$ cat src/rtl/lts_pkg.sv
// ============================================================================
// lts_pkg
// Shared widths, reset values, codes and payload types of the Lorenz
// trajectory stepper.
// ============================================================================
`default_nettype none

package lts_pkg;

    // Default parameter values
    localparam int HISTORY_DEPTH_DEF = 512;
    localparam int TRAJECTORIES_DEF  = 5;

    // Field widths
    localparam int FRAC_BITS  = 24;
    localparam int COORD_W    = 32;
    localparam int GAIN_W     = 31;
    localparam int STEP_W     = 24;
    localparam int RATE_W     = 40;
    localparam int TRAJ_W     = 3;
    localparam int SLOT_OUT_W = 9;
    localparam int APB_ADDR_W = 4;
    localparam int APB_DATA_W = 32;

    // Digit-serial multiplier geometry
    localparam int DIGIT_W    = 8;
    localparam int MUL_A_W    = 41;
    localparam int MUL_B_W    = 40;
    localparam int MUL_DIGITS = MUL_B_W / DIGIT_W;
    localparam int MUL_CNT_W  = $clog2(MUL_DIGITS);
    localparam int MUL_ACC_W  = 50;
    localparam int MUL_LO_W   = MUL_DIGITS * DIGIT_W - FRAC_BITS;
    localparam int MUL_P_W    = 57;

    // Rate / coordinate summing width
    localparam int ACC_W = 59;

    localparam logic signed [ACC_W-1:0] RATE_HI  = ACC_W'(64'sh0000_007F_FFFF_FFFF);
    localparam logic signed [ACC_W-1:0] RATE_LO  = ACC_W'(-64'sh0000_0080_0000_0000);
    localparam logic signed [ACC_W-1:0] COORD_HI = ACC_W'(64'sh0000_0000_7FFF_FFFF);
    localparam logic signed [ACC_W-1:0] COORD_LO = ACC_W'(-64'sh0000_0000_8000_0000);

    // Register reset values
    localparam logic [GAIN_W-1:0] SIGMA_RST = 31'd167772160;
    localparam logic [GAIN_W-1:0] RHO_RST   = 31'd469762048;
    localparam logic [GAIN_W-1:0] BETA_RST  = 31'd44739243;
    localparam logic [STEP_W-1:0] DT_RST    = 24'd50332;

    typedef enum logic [1:0] {
        REG_SIGMA     = 2'd0,
        REG_RHO       = 2'd1,
        REG_BETA      = 2'd2,
        REG_TIME_STEP = 2'd3
    } lts_reg_t;

    typedef enum logic {
        OPC_STEP = 1'b0,
        OPC_LOAD = 1'b1
    } lts_opcode_t;

    // One product per code, in schedule order
    typedef enum logic [2:0] {
        OP_RATE_X    = 3'd0,
        OP_RATE_Y_LN = 3'd1,
        OP_RATE_Y    = 3'd2,
        OP_RATE_Z_XY = 3'd3,
        OP_RATE_Z    = 3'd4,
        OP_STEP_X    = 3'd5,
        OP_STEP_Y    = 3'd6,
        OP_STEP_Z    = 3'd7
    } lts_op_t;

    typedef enum logic [2:0] {
        ST_IDLE,
        ST_FETCH,
        ST_ISSUE,
        ST_MUL,
        ST_SUM,
        ST_CLAMP,
        ST_WRITE,
        ST_RESULT
    } lts_state_t;

    typedef struct packed {
        logic                      operation;
        logic [TRAJ_W-1:0]         trajectory;
        logic signed [COORD_W-1:0] load_x;
        logic signed [COORD_W-1:0] load_y;
        logic signed [COORD_W-1:0] load_z;
    } lts_in_t;

    typedef struct packed {
        logic [TRAJ_W-1:0]         trajectory_out;
        logic signed [COORD_W-1:0] point_x;
        logic signed [COORD_W-1:0] point_y;
        logic signed [COORD_W-1:0] point_z;
        logic [SLOT_OUT_W-1:0]     history_slot;
        logic                      saturated;
    } lts_out_t;

    typedef struct packed {
        logic                      start;
        logic signed [MUL_A_W-1:0] a;
        logic signed [MUL_B_W-1:0] b;
    } lts_mul_cmd_t;

    typedef struct packed {
        logic                      done;
        logic signed [MUL_P_W-1:0] product;
    } lts_mul_rsp_t;

endpackage

`default_nettype wire

$ cat src/rtl/lts_digit_mul.sv
// ============================================================================
// lts_digit_mul
// Digit-serial signed multiplier, one 8-bit digit of b per cycle, returning
// the product rounded half up to Q8.24.
// ============================================================================
`default_nettype none

module lts_digit_mul import lts_pkg::*; (
    input  wire logic   aclk,
    input  wire logic   aresetn,
    input  lts_mul_cmd_t cmd,
    output lts_mul_rsp_t rsp
);

    logic                        busy_reg;
    logic                        done_reg;
    logic [MUL_CNT_W-1:0]        cnt_reg;
    logic signed [MUL_A_W-1:0]   a_reg;
    logic [MUL_B_W-1:0]          b_reg;
    logic signed [MUL_ACC_W-1:0] hi_reg;
    logic [MUL_LO_W-1:0]         lo_reg;

    logic                        last;
    logic signed [DIGIT_W:0]     digit;
    logic signed [MUL_ACC_W-1:0] pp;
    logic signed [MUL_ACC_W:0]   sum;
    logic signed [MUL_ACC_W:0]   sum_sh;
    logic signed [MUL_ACC_W-1:0] hi_next;
    logic [MUL_LO_W-1:0]         lo_next;

    // Top digit carries the sign of b
    assign last  = (cnt_reg == MUL_CNT_W'(MUL_DIGITS - 1));
    assign digit = {last & b_reg[DIGIT_W-1], b_reg[DIGIT_W-1:0]};
    assign pp    = a_reg * digit;
    assign sum   = {hi_reg[MUL_ACC_W-1], hi_reg} + {pp[MUL_ACC_W-1], pp};
    assign sum_sh  = sum >>> DIGIT_W;
    assign hi_next = sum_sh[MUL_ACC_W-1:0];
    assign lo_next = {sum[DIGIT_W-1:0], lo_reg[MUL_LO_W-1:DIGIT_W]};

    always_ff @(posedge aclk) begin
        if (!aresetn) begin
            busy_reg <= 1'b0;
            done_reg <= 1'b0;
            cnt_reg  <= '0;
        end else begin
            done_reg <= busy_reg & last;
            if (cmd.start) begin
                busy_reg <= 1'b1;
                cnt_reg  <= '0;
            end else if (busy_reg) begin
                busy_reg <= ~last;
                cnt_reg  <= cnt_reg + MUL_CNT_W'(1);
            end
        end
    end

    always_ff @(posedge aclk) begin
        if (cmd.start) begin
            a_reg  <= cmd.a;
            b_reg  <= cmd.b;
            // seed the rounding half at bit 23
            hi_reg <= MUL_ACC_W'(1) <<< (FRAC_BITS - 1);
        end else if (busy_reg) begin
            b_reg  <= b_reg >> DIGIT_W;
            hi_reg <= hi_next;
            lo_reg <= lo_next;
        end
    end

    assign rsp.done    = done_reg;
    assign rsp.product = {hi_reg[MUL_P_W-MUL_LO_W-1:0], lo_reg};

endmodule

`default_nettype wire

$ cat src/rtl/lorenz_trajectory_stepper_core.sv
// ============================================================================
// lorenz_trajectory_stepper_core
// Holds several Lorenz trajectories and advances one by a forward-Euler step,
// or loads a starting point, per request. Q8.24 fixed point with saturation.
// ============================================================================
// Requests: a new request is taken only while idle, once the last result has
//   been loaded into the result register. A step runs the eight products of
//   an Euler step one after another through the single digit-serial
//   multiplier, each through issue, multiply and sum, and all but the two
//   partial products through clamp.
// Reset: synchronous, active low; clears all trajectories to the origin, the
//   history slots to zero and the gains to their defaults.
`default_nettype none

module lorenz_trajectory_stepper_core import lts_pkg::*; #(
    parameter int HISTORY_DEPTH = HISTORY_DEPTH_DEF,
    parameter int TRAJECTORIES  = TRAJECTORIES_DEF
) (
    input  wire logic                  aclk,
    input  wire logic                  aresetn,
    // request channel
    input  wire logic                  s_valid,
    output logic                       s_ready,
    input  lts_in_t                    s_data,
    // result channel
    output logic                       m_valid,
    input  wire logic                  m_ready,
    output lts_out_t                   m_data,
    // configuration port
    input  wire logic                  psel,
    input  wire logic                  penable,
    input  wire logic                  pwrite,
    input  wire logic [APB_ADDR_W-1:0] paddr,
    input  wire logic [APB_DATA_W-1:0] pwdata,
    output logic [APB_DATA_W-1:0]      prdata,
    output logic                       pready
);

    localparam int SLOT_W   = $clog2(HISTORY_DEPTH);
    localparam int TR_IDX_W = (TRAJECTORIES > 1) ? $clog2(TRAJECTORIES) : 1;

    // ------------------------------------------------------------------
    // Configuration registers
    // ------------------------------------------------------------------
    logic [GAIN_W-1:0] sigma_reg;
    logic [GAIN_W-1:0] rho_reg;
    logic [GAIN_W-1:0] beta_reg;
    logic [STEP_W-1:0] dt_reg;
    logic              cfg_we;
    lts_reg_t          cfg_sel;

    assign pready  = 1'b1;
    assign cfg_we  = psel & penable & pwrite;
    assign cfg_sel = lts_reg_t'(paddr[3:2]);

    always_ff @(posedge aclk) begin
        if (!aresetn) begin
            sigma_reg <= SIGMA_RST;
            rho_reg   <= RHO_RST;
            beta_reg  <= BETA_RST;
            dt_reg    <= DT_RST;
        end else if (cfg_we) begin
            unique case (cfg_sel)
                REG_SIGMA:     sigma_reg <= pwdata[GAIN_W-1:0];
                REG_RHO:       rho_reg   <= pwdata[GAIN_W-1:0];
                REG_BETA:      beta_reg  <= pwdata[GAIN_W-1:0];
                REG_TIME_STEP: dt_reg    <= pwdata[STEP_W-1:0];
                default: ;
            endcase
        end
    end

    // Register readback, zero-extended to the bus
    always_comb begin
        unique case (cfg_sel)
            REG_SIGMA:     prdata = APB_DATA_W'(sigma_reg);
            REG_RHO:       prdata = APB_DATA_W'(rho_reg);
            REG_BETA:      prdata = APB_DATA_W'(beta_reg);
            REG_TIME_STEP: prdata = APB_DATA_W'(dt_reg);
            default:       prdata = '0;
        endcase
    end

    // ------------------------------------------------------------------
    // Trajectory state, one entry per trajectory
    // ------------------------------------------------------------------
    logic signed [COORD_W-1:0] coord_x_reg [TRAJECTORIES];
    logic signed [COORD_W-1:0] coord_y_reg [TRAJECTORIES];
    logic signed [COORD_W-1:0] coord_z_reg [TRAJECTORIES];
    logic [SLOT_W-1:0]         slot_reg    [TRAJECTORIES];

    // ------------------------------------------------------------------
    // Request and working registers
    // ------------------------------------------------------------------
    lts_state_t                state_reg, state_next;
    lts_op_t                   op_reg;
    lts_in_t                   req_reg;
    logic signed [COORD_W-1:0] xw_reg, yw_reg, zw_reg;
    logic [SLOT_W-1:0]         slotw_reg;
    logic                      sat_reg;
    logic signed [RATE_W-1:0]  rx_reg, ry_reg, rz_reg;
    logic signed [ACC_W-1:0]   acc_reg;
    logic                      m_valid_reg;
    lts_out_t                  m_data_reg;

    // control outputs of the sequencer
    logic s_ready_c;
    logic mul_start_c;
    logic out_load_c;
    logic state_we_c;

    logic                      in_range;
    logic [TR_IDX_W+TRAJ_W-1:0] tr_wide;
    logic [TR_IDX_W-1:0]       tr_idx;
    logic                      req_accept;

    assign req_accept = s_valid & s_ready_c;
    assign in_range   = (int'(req_reg.trajectory) < TRAJECTORIES);
    assign tr_wide    = {{TR_IDX_W{1'b0}}, req_reg.trajectory};
    assign tr_idx     = tr_wide[TR_IDX_W-1:0];

    // ------------------------------------------------------------------
    // Multiplier operand schedule
    //   x rate:  sigma*(y-x)
    //   y rate:  rho*x - y + x*z
    //   z rate:  x*y + beta*z
    //   then each rate times dt
    // ------------------------------------------------------------------
    lts_mul_cmd_t              mul_cmd;
    lts_mul_rsp_t              mul_rsp;
    logic signed [COORD_W:0]   diff_yx;

    assign diff_yx = {yw_reg[COORD_W-1], yw_reg} - {xw_reg[COORD_W-1], xw_reg};

    always_comb begin
        mul_cmd.start = mul_start_c;
        unique case (op_reg)
            OP_RATE_X: begin
                mul_cmd.a = MUL_A_W'($signed({1'b0, sigma_reg}));
                mul_cmd.b = MUL_B_W'(diff_yx);
            end
            OP_RATE_Y_LN: begin
                mul_cmd.a = MUL_A_W'($signed({1'b0, rho_reg}));
                mul_cmd.b = MUL_B_W'(xw_reg);
            end
            OP_RATE_Y: begin
                mul_cmd.a = MUL_A_W'(xw_reg);
                mul_cmd.b = MUL_B_W'(zw_reg);
            end
            OP_RATE_Z_XY: begin
                mul_cmd.a = MUL_A_W'(xw_reg);
                mul_cmd.b = MUL_B_W'(yw_reg);
            end
            OP_RATE_Z: begin
                mul_cmd.a = MUL_A_W'($signed({1'b0, beta_reg}));
                mul_cmd.b = MUL_B_W'(zw_reg);
            end
            OP_STEP_X: begin
                mul_cmd.a = MUL_A_W'(rx_reg);
                mul_cmd.b = MUL_B_W'($signed({1'b0, dt_reg}));
            end
            OP_STEP_Y: begin
                mul_cmd.a = MUL_A_W'(ry_reg);
                mul_cmd.b = MUL_B_W'($signed({1'b0, dt_reg}));
            end
            OP_STEP_Z: begin
                mul_cmd.a = MUL_A_W'(rz_reg);
                mul_cmd.b = MUL_B_W'($signed({1'b0, dt_reg}));
            end
            default: begin
                mul_cmd.a = '0;
                mul_cmd.b = '0;
            end
        endcase
    end

    lts_digit_mul u_mul (
        .aclk    (aclk),
        .aresetn (aresetn),
        .cmd     (mul_cmd),
        .rsp     (mul_rsp)
    );

    // ------------------------------------------------------------------
    // Sum: fold the rounded product into the running term
    // ------------------------------------------------------------------
    logic signed [ACC_W-1:0] prod_ext;
    logic signed [ACC_W-1:0] base;
    logic signed [ACC_W-1:0] acc_next;

    assign prod_ext = ACC_W'(mul_rsp.product);

    always_comb begin
        unique case (op_reg) inside
            OP_RATE_X, OP_RATE_Z_XY: base = '0;
            OP_RATE_Y_LN:            base = -ACC_W'(yw_reg);
            OP_RATE_Y, OP_RATE_Z:    base = acc_reg;
            OP_STEP_X:               base = ACC_W'(xw_reg);
            OP_STEP_Y:               base = ACC_W'(yw_reg);
            OP_STEP_Z:               base = ACC_W'(zw_reg);
            default:                 base = '0;
        endcase
        // z moves against its rate
        acc_next = (op_reg == OP_STEP_Z) ? (base - prod_ext) : (base + prod_ext);
    end

    // ------------------------------------------------------------------
    // Clamp: rates to 40 bits, coordinates to 32 bits
    // ------------------------------------------------------------------
    logic                    clamp_rate;
    logic signed [ACC_W-1:0] lim_hi, lim_lo;
    logic                    over, under;
    logic signed [ACC_W-1:0] clamp_next;

    always_comb begin
        unique case (op_reg) inside
            OP_RATE_X, OP_RATE_Y, OP_RATE_Z: clamp_rate = 1'b1;
            default:                         clamp_rate = 1'b0;
        endcase
        lim_hi = clamp_rate ? RATE_HI : COORD_HI;
        lim_lo = clamp_rate ? RATE_LO : COORD_LO;
        over   = (acc_reg > lim_hi);
        under  = (acc_reg < lim_lo);
        if (over) begin
            clamp_next = lim_hi;
        end else if (under) begin
            clamp_next = lim_lo;
        end else begin
            clamp_next = acc_reg;
        end
    end

    // history slot advance with wrap at the ring depth
    logic [SLOT_W:0]   slot_inc;
    logic [SLOT_W-1:0] slot_next;

    assign slot_inc  = {1'b0, slotw_reg} + (SLOT_W + 1)'(1);
    assign slot_next = (slot_inc >= (SLOT_W + 1)'(HISTORY_DEPTH)) ? '0 : slot_inc[SLOT_W-1:0];

    // ------------------------------------------------------------------
    // Sequencer: next state
    // ------------------------------------------------------------------
    always_comb begin
        state_next = state_reg;
        unique case (state_reg)
            ST_IDLE: begin
                if (s_valid) state_next = ST_FETCH;
            end
            ST_FETCH: begin
                if (!in_range) begin
                    state_next = ST_RESULT;
                end else if (req_reg.operation == OPC_LOAD) begin
                    state_next = ST_WRITE;
                end else begin
                    state_next = ST_ISSUE;
                end
            end
            ST_ISSUE: state_next = ST_MUL;
            ST_MUL: begin
                if (mul_rsp.done) state_next = ST_SUM;
            end
            ST_SUM: begin
                if (op_reg == OP_RATE_Y_LN || op_reg == OP_RATE_Z_XY) begin
                    state_next = ST_ISSUE;
                end else begin
                    state_next = ST_CLAMP;
                end
            end
            ST_CLAMP: begin
                state_next = (op_reg == OP_STEP_Z) ? ST_WRITE : ST_ISSUE;
            end
            ST_WRITE: state_next = ST_RESULT;
            ST_RESULT: begin
                if (!m_valid_reg || m_ready) state_next = ST_IDLE;
            end
            default: state_next = ST_IDLE;
        endcase
    end

    // ------------------------------------------------------------------
    // Sequencer: control outputs
    // ------------------------------------------------------------------
    always_comb begin
        s_ready_c   = 1'b0;
        mul_start_c = 1'b0;
        out_load_c  = 1'b0;
        state_we_c  = 1'b0;
        unique case (state_reg)
            ST_IDLE:   s_ready_c   = 1'b1;
            ST_ISSUE:  mul_start_c = 1'b1;
            ST_WRITE:  state_we_c  = 1'b1;
            ST_RESULT: out_load_c  = ~m_valid_reg | m_ready;
            default: ;
        endcase
    end

    always_ff @(posedge aclk) begin
        if (!aresetn) begin
            state_reg <= ST_IDLE;
        end else begin
            state_reg <= state_next;
        end
    end

    // ------------------------------------------------------------------
    // Working datapath
    // ------------------------------------------------------------------
    always_ff @(posedge aclk) begin
        if (!aresetn) begin
            op_reg <= OP_RATE_X;
        end else begin
            unique case (state_reg)
                ST_FETCH: op_reg <= OP_RATE_X;
                ST_SUM: begin
                    if (op_reg == OP_RATE_Y_LN || op_reg == OP_RATE_Z_XY) begin
                        op_reg <= lts_op_t'(op_reg + 3'd1);
                    end
                end
                ST_CLAMP: begin
                    if (op_reg != OP_STEP_Z) op_reg <= lts_op_t'(op_reg + 3'd1);
                end
                default: ;
            endcase
        end
    end

    always_ff @(posedge aclk) begin
        if (req_accept) req_reg <= s_data;
        unique case (state_reg)
            ST_FETCH: begin
                sat_reg <= 1'b0;
                if (!in_range) begin
                    // report the origin for a trajectory that does not exist
                    xw_reg    <= '0;
                    yw_reg    <= '0;
                    zw_reg    <= '0;
                    slotw_reg <= '0;
                end else if (req_reg.operation == OPC_LOAD) begin
                    xw_reg    <= req_reg.load_x;
                    yw_reg    <= req_reg.load_y;
                    zw_reg    <= req_reg.load_z;
                    slotw_reg <= '0;
                end else begin
                    xw_reg    <= coord_x_reg[tr_idx];
                    yw_reg    <= coord_y_reg[tr_idx];
                    zw_reg    <= coord_z_reg[tr_idx];
                    slotw_reg <= slot_reg[tr_idx];
                end
            end
            ST_SUM: acc_reg <= acc_next;
            ST_CLAMP: begin
                sat_reg <= sat_reg | over | under;
                unique case (op_reg)
                    OP_RATE_X: rx_reg <= clamp_next[RATE_W-1:0];
                    OP_RATE_Y: ry_reg <= clamp_next[RATE_W-1:0];
                    OP_RATE_Z: rz_reg <= clamp_next[RATE_W-1:0];
                    // x is no longer needed once its own update is formed
                    OP_STEP_X: xw_reg <= clamp_next[COORD_W-1:0];
                    OP_STEP_Y: yw_reg <= clamp_next[COORD_W-1:0];
                    OP_STEP_Z: begin
                        zw_reg    <= clamp_next[COORD_W-1:0];
                        slotw_reg <= slot_next;
                    end
                    default: ;
                endcase
            end
            default: ;
        endcase
    end

    // Commit the new point to the addressed trajectory
    always_ff @(posedge aclk) begin
        if (!aresetn) begin
            for (int i = 0; i < TRAJECTORIES; i++) begin
                coord_x_reg[i] <= '0;
                coord_y_reg[i] <= '0;
                coord_z_reg[i] <= '0;
                slot_reg[i]    <= '0;
            end
        end else if (state_we_c) begin
            coord_x_reg[tr_idx] <= xw_reg;
            coord_y_reg[tr_idx] <= yw_reg;
            coord_z_reg[tr_idx] <= zw_reg;
            slot_reg[tr_idx]    <= slotw_reg;
        end
    end

    // ------------------------------------------------------------------
    // Result register: holds a finished result while the next request runs
    // ------------------------------------------------------------------
    logic [SLOT_W+SLOT_OUT_W-1:0] slot_wide;

    assign slot_wide = {{SLOT_OUT_W{1'b0}}, slotw_reg};

    always_ff @(posedge aclk) begin
        if (!aresetn) begin
            m_valid_reg <= 1'b0;
        end else if (out_load_c) begin
            m_valid_reg <= 1'b1;
        end else if (m_ready) begin
            m_valid_reg <= 1'b0;
        end
    end

    always_ff @(posedge aclk) begin
        if (out_load_c) begin
            m_data_reg.trajectory_out <= req_reg.trajectory;
            m_data_reg.point_x        <= xw_reg;
            m_data_reg.point_y        <= yw_reg;
            m_data_reg.point_z        <= zw_reg;
            m_data_reg.history_slot   <= slot_wide[SLOT_OUT_W-1:0];
            m_data_reg.saturated      <= sat_reg;
        end
    end

    assign s_ready = s_ready_c;
    assign m_valid = m_valid_reg;
    assign m_data  = m_data_reg;

endmodule

`default_nettype wire

$ cat config.mk
export PLATFORM = sky130hd
export DESIGN_NAME = lorenz_trajectory_stepper_core
export DESIGN_NICKNAME = d
export VERILOG_FILES = /design/src/rtl/lts_pkg.sv /design/src/rtl/lts_digit_mul.sv /design/src/rtl/lorenz_trajectory_stepper_core.sv
export SDC_FILE = /design/constraint.sdc
export NUM_CORES = 2
export LEC_CHECK = 0
export BUFFER_PORTS_ARGS = -buffer_cell sky130_fd_sc_hd__buf_2
export CORE_MARGIN = 2
export CORE_UTILIZATION = 40
export DETAILED_ROUTE_END_ITERATION = 6
export PLACE_DENSITY_LB_ADDON = 0.3
export SYNTH_ARGS = -nofsm -noshare
export SYNTH_HDL_FRONTEND = slang
export SYNTH_SLANG_ARGS = --single-unit
$ cat constraint.sdc
create_clock -name aclk -period 13.1 [get_ports aclk]
set_clock_uncertainty 0.15 [all_clocks]
set_input_delay 0.655 -clock aclk [delete_from_list [all_inputs] [get_ports aclk]]
set_output_delay 0.655 -clock aclk [all_outputs]
set_load 0.05 [all_outputs]
==> impl_metrics.json <==
{
  "ff2ff_setup_slack_ns": 5.39,
  "critical_path_class": "reg -> reg",
  "core-area_um2": 214400,
  "startpoint": "yw_reg[11]$_DFFE_PP_",
  "slew-limit-headroom_pct": 19.50,
  "cts.repair.resized": 0,
  "netlist_instances": 6994,
  "critPathMaxFanout": 15,
  "cts_tree": "yes",
  "r2r-start": "yw_reg[11]$_DFFE_PP_",
  "fin_nets": 8004,
  "synth_area_per_cell_um2": 12.33,
  "slew_viol_final": 0,
  "seq_area_frac_synth_pct": 53.62,
  "cts-buffers-inserted": 167,
  "ys_types": 80,
  "grt_pass1_wl_um": 415000,
  "htree_levels": 4,
  "dp_hpwl_um": 192900,
  "postSynth.asyncResetShare_pct": 0,
  "fin_setup_tns_ns": 0,
  "violations": "design-rule violations",
  "synthesis.area_um2": 86220,
  "die_y_um": 468.3,
  "min-delay-path-class": "in -> reg",
  "cp-end-kind": "flop",
  "num_rows": 170,
  "hold_violations": 0,
  "insertion_delay_ns": 0.85,
  "clk_path_buf_depth": 3,
  "worstSetupStartpointType": "flop",
  "root_buffer": "clkbuf_16",
  "synth_edf_count": 1423,
  "grt_pass1_vias": 59920,
  "synth-warning-count": 0,
  "fmax_mhz": 129.7,
  "grt_use_total_pct": 26.02,
  "routedWlPerCell_um": 28.14,
  "grt_antenna_before_repair": 38,
  "arrival_ns": 8.15,
  "drive_above_1_share_pct": 13.75,
  "timing.final.crit_share_pct": 58.84,
  "drt_wl_total_um": 289400,
  "crit_path_end": "acc_reg[56]$_DFFE_PN_",
  "vias": 60810,
  "utilization_pct": 45.65,
  "place.gp.congestion": 0.9740,
  "required_ns": 13.55,
  "leakage_uw": 0.03663,
  "viasPerCell": 5.912,
  "status": "complete, but fails checks",
  "min_period_ns": 7.708,
  "maxCapViolations": 0,
  "rsz0062_at_grt": "false",
  "ir_drop_v": 0.0004234,
  "portBuffers": 281,
  "setup_violations": 0,
  "boundaryPins": 287,
  "start_util_pct": 40.22,
  "holdWs_ns": 0.1394,
  "synthFlopType": "edfxtp_1",
  "powerDensity_nw_per_um2": 295.4,
  "drtIter0Drc": 7738,
  "ys_seq_elements": 1598,
  "worstMarginPinSlew_ns": 1.202,
  "worstReg2RegEnd": "acc_reg[56]$_DFFE_PN_",
  "clkTransAtPathRegs_ns": 0.06,
  "dieArea_um2": 219300,
  "grt_overflow": 0,
  "drtAntennaViolNets": 0,
  "drcViolationCount": 12,
  "grt_max_degree": 138,
  "clock-sinks": 1598,
  "power.total_uw": 28910,
  "die_x_um": 468.3,
  "dr.pass1.iters": 7,
  "area_delta_synth_final_pct": 13.51,
  "rr_worst_depth": 20,
  "syn_nets": 7706
}
==> cell usage after synthesis (88+ instances only) <==
cell / number / share of area [%]
edfxtp_1: 1423 / 50
nand2_1: 658 / 2.9
and2_1: 569 / 4.1
inv_1: 480 / 2.1
a21oi_1: 407 / 2.4
clkbuf_1: 370 / 1.6
nor2_1: 355 / 1.5
fa_1: 340 / 7.9
o21ai_0: 248 / 1.4
mux4_2: 234 / 6.1
ha_1: 229 / 3.3
dfxtp_1: 175 / 4.1
nor3_1: 147 / 0.85
mux2i_1: 135 / 1.6
xnor2_1: 135 / 1.4
a21o_1: 125 / 1.1
nor4_1: 88 / 0.64
==> per-layer routing <==
| metal | vias up | track usage [%] | wire length [um] |
|---|---|---|---|
| met4 | 24 | 11.14 | 13130 |
| met1 | 30920 | 35.55 | 116600 |
| li1 | 25920 | - | - |
| met2 | 3356 | 39.24 | 127300 |
| met5 | - | 0 | 147 |
| met3 | 594 | 6.657 | 32250 |
==> area by class of cell <==
cell class,count,area [um2]
fill,19300,116500
sequential,1598,46250
multi-input combinational,4466,36720
clock buffer,225,4626
timing repair buffer,578,4001
tap,2838,3551
inverter,481,1807
clock inverter,80,872.1
antenna,20,50.05
==> metrics by stage <==
step	area, um2	setup slack [ns]	std cells
detailed placement	91020	5.569	9830
floorplan	86220	3.733	6994
CTS	97830	5.557	10270
global route	97830	5.288	10270
finish	97880	5.392	10290
global placement	91010	5.286	9830
==> cell families after synthesis <==
logic type               count (synthesis)  synth area share, %
multiplexers                           405                8.149
other                                    2             0.008710
adder cells (fa/ha/maj)                569                11.22
AND/OR/NAND/NOR                       2072                11.89
AO/OA/AOI/OAI                         1202                8.846
flip-flops                            1598                53.62
XOR/XNOR                               216                2.194
buffers and inverters                  930                4.075
==> critical path, cell delays in order, from the launching register on <==
cell,delay [ns]
edfxtp_1,0.37
buf_4,0.23
or4_4,0.59
or3_4,0.40
or4_4,0.49
or3_1,0.36
or3_1,0.44
or3_1,0.44
a21oi_2,0.58
nand2_1,0.12
ha_1,0.44
nand2_1,0.16
nor3_1,0.30
nand3_1,0.18
a311oi_1,0.65
o211ai_1,0.27
a211oi_1,0.42
o221ai_1,0.25
nor3b_1,0.33
a21oi_1,0.15
xnor2_1,0.14
==> worst min-delay path by stage <==
stage | startpoint | to | slack [ns] | cells after the start
after global routing | s_valid | state_reg[0]$_SDFFE_PN0P_ | 0.15 | 3
after detailed placement | yw_reg[31]$_DFFE_PP_ | m_data[73]$_DFFE_PP_ | 0.29 | 0
after CTS | s_valid | state_reg[0]$_SDFFE_PN0P_ | 0.13 | 3
after floorplan | tr_idx[1]$_DFFE_PP_ | m_data[107]$_DFFE_PP_ | 0.27 | 0
final | s_valid | state_reg[0]$_SDFFE_PN0P_ | 0.14 | 3
after global placement | sat_reg$_DFFE_PP_ | m_data[0]$_DFFE_PP_ | 0.29 | 0
==> cells in the final DEF (no fill, tap or decap), drive strengths merged, types with 41 or more instances in the layout <==
cell / netlist / routed
xnor2: 135 / 135
clkinv: 1 / 57
nand2: 658 / 658
clkbuf: 370 / 225
o21ai: 250 / 250
fa: 340 / 340
nor4: 88 / 88
a21oi: 409 / 409
xor2: 81 / 81
and2: 569 / 569
nor2: 355 / 355
a31oi: 56 / 56
a21o: 125 / 125
dlygate4sd3: 0 / 131
mux4: 234 / 234
a222oi: 77 / 77
nand3: 72 / 72
nand4: 41 / 41
buf: 79 / 447
o211ai: 42 / 42
nor3: 147 / 147
inv: 480 / 490
edfxtp: 1423 / 1423
dfxtp: 175 / 175
ha: 229 / 229
mux2i: 135 / 135
==> report_power, final <==
group	switching (uW)	total, uW	internal, uW
Combinational	10400	17400	6960
Clock	2110	4820	2700
Sequential	528	6740	6210
Total	13000	28900	15900
==> what timing repair did <==
action | in CTS | in global routing
hold buffers | 131 | 0
endpoints found under the setup margin | 0 | 0
endpoints found under the hold margin | 220 | 0
setup buffers | 0 | 0
(Power assumes the default switching activity.)
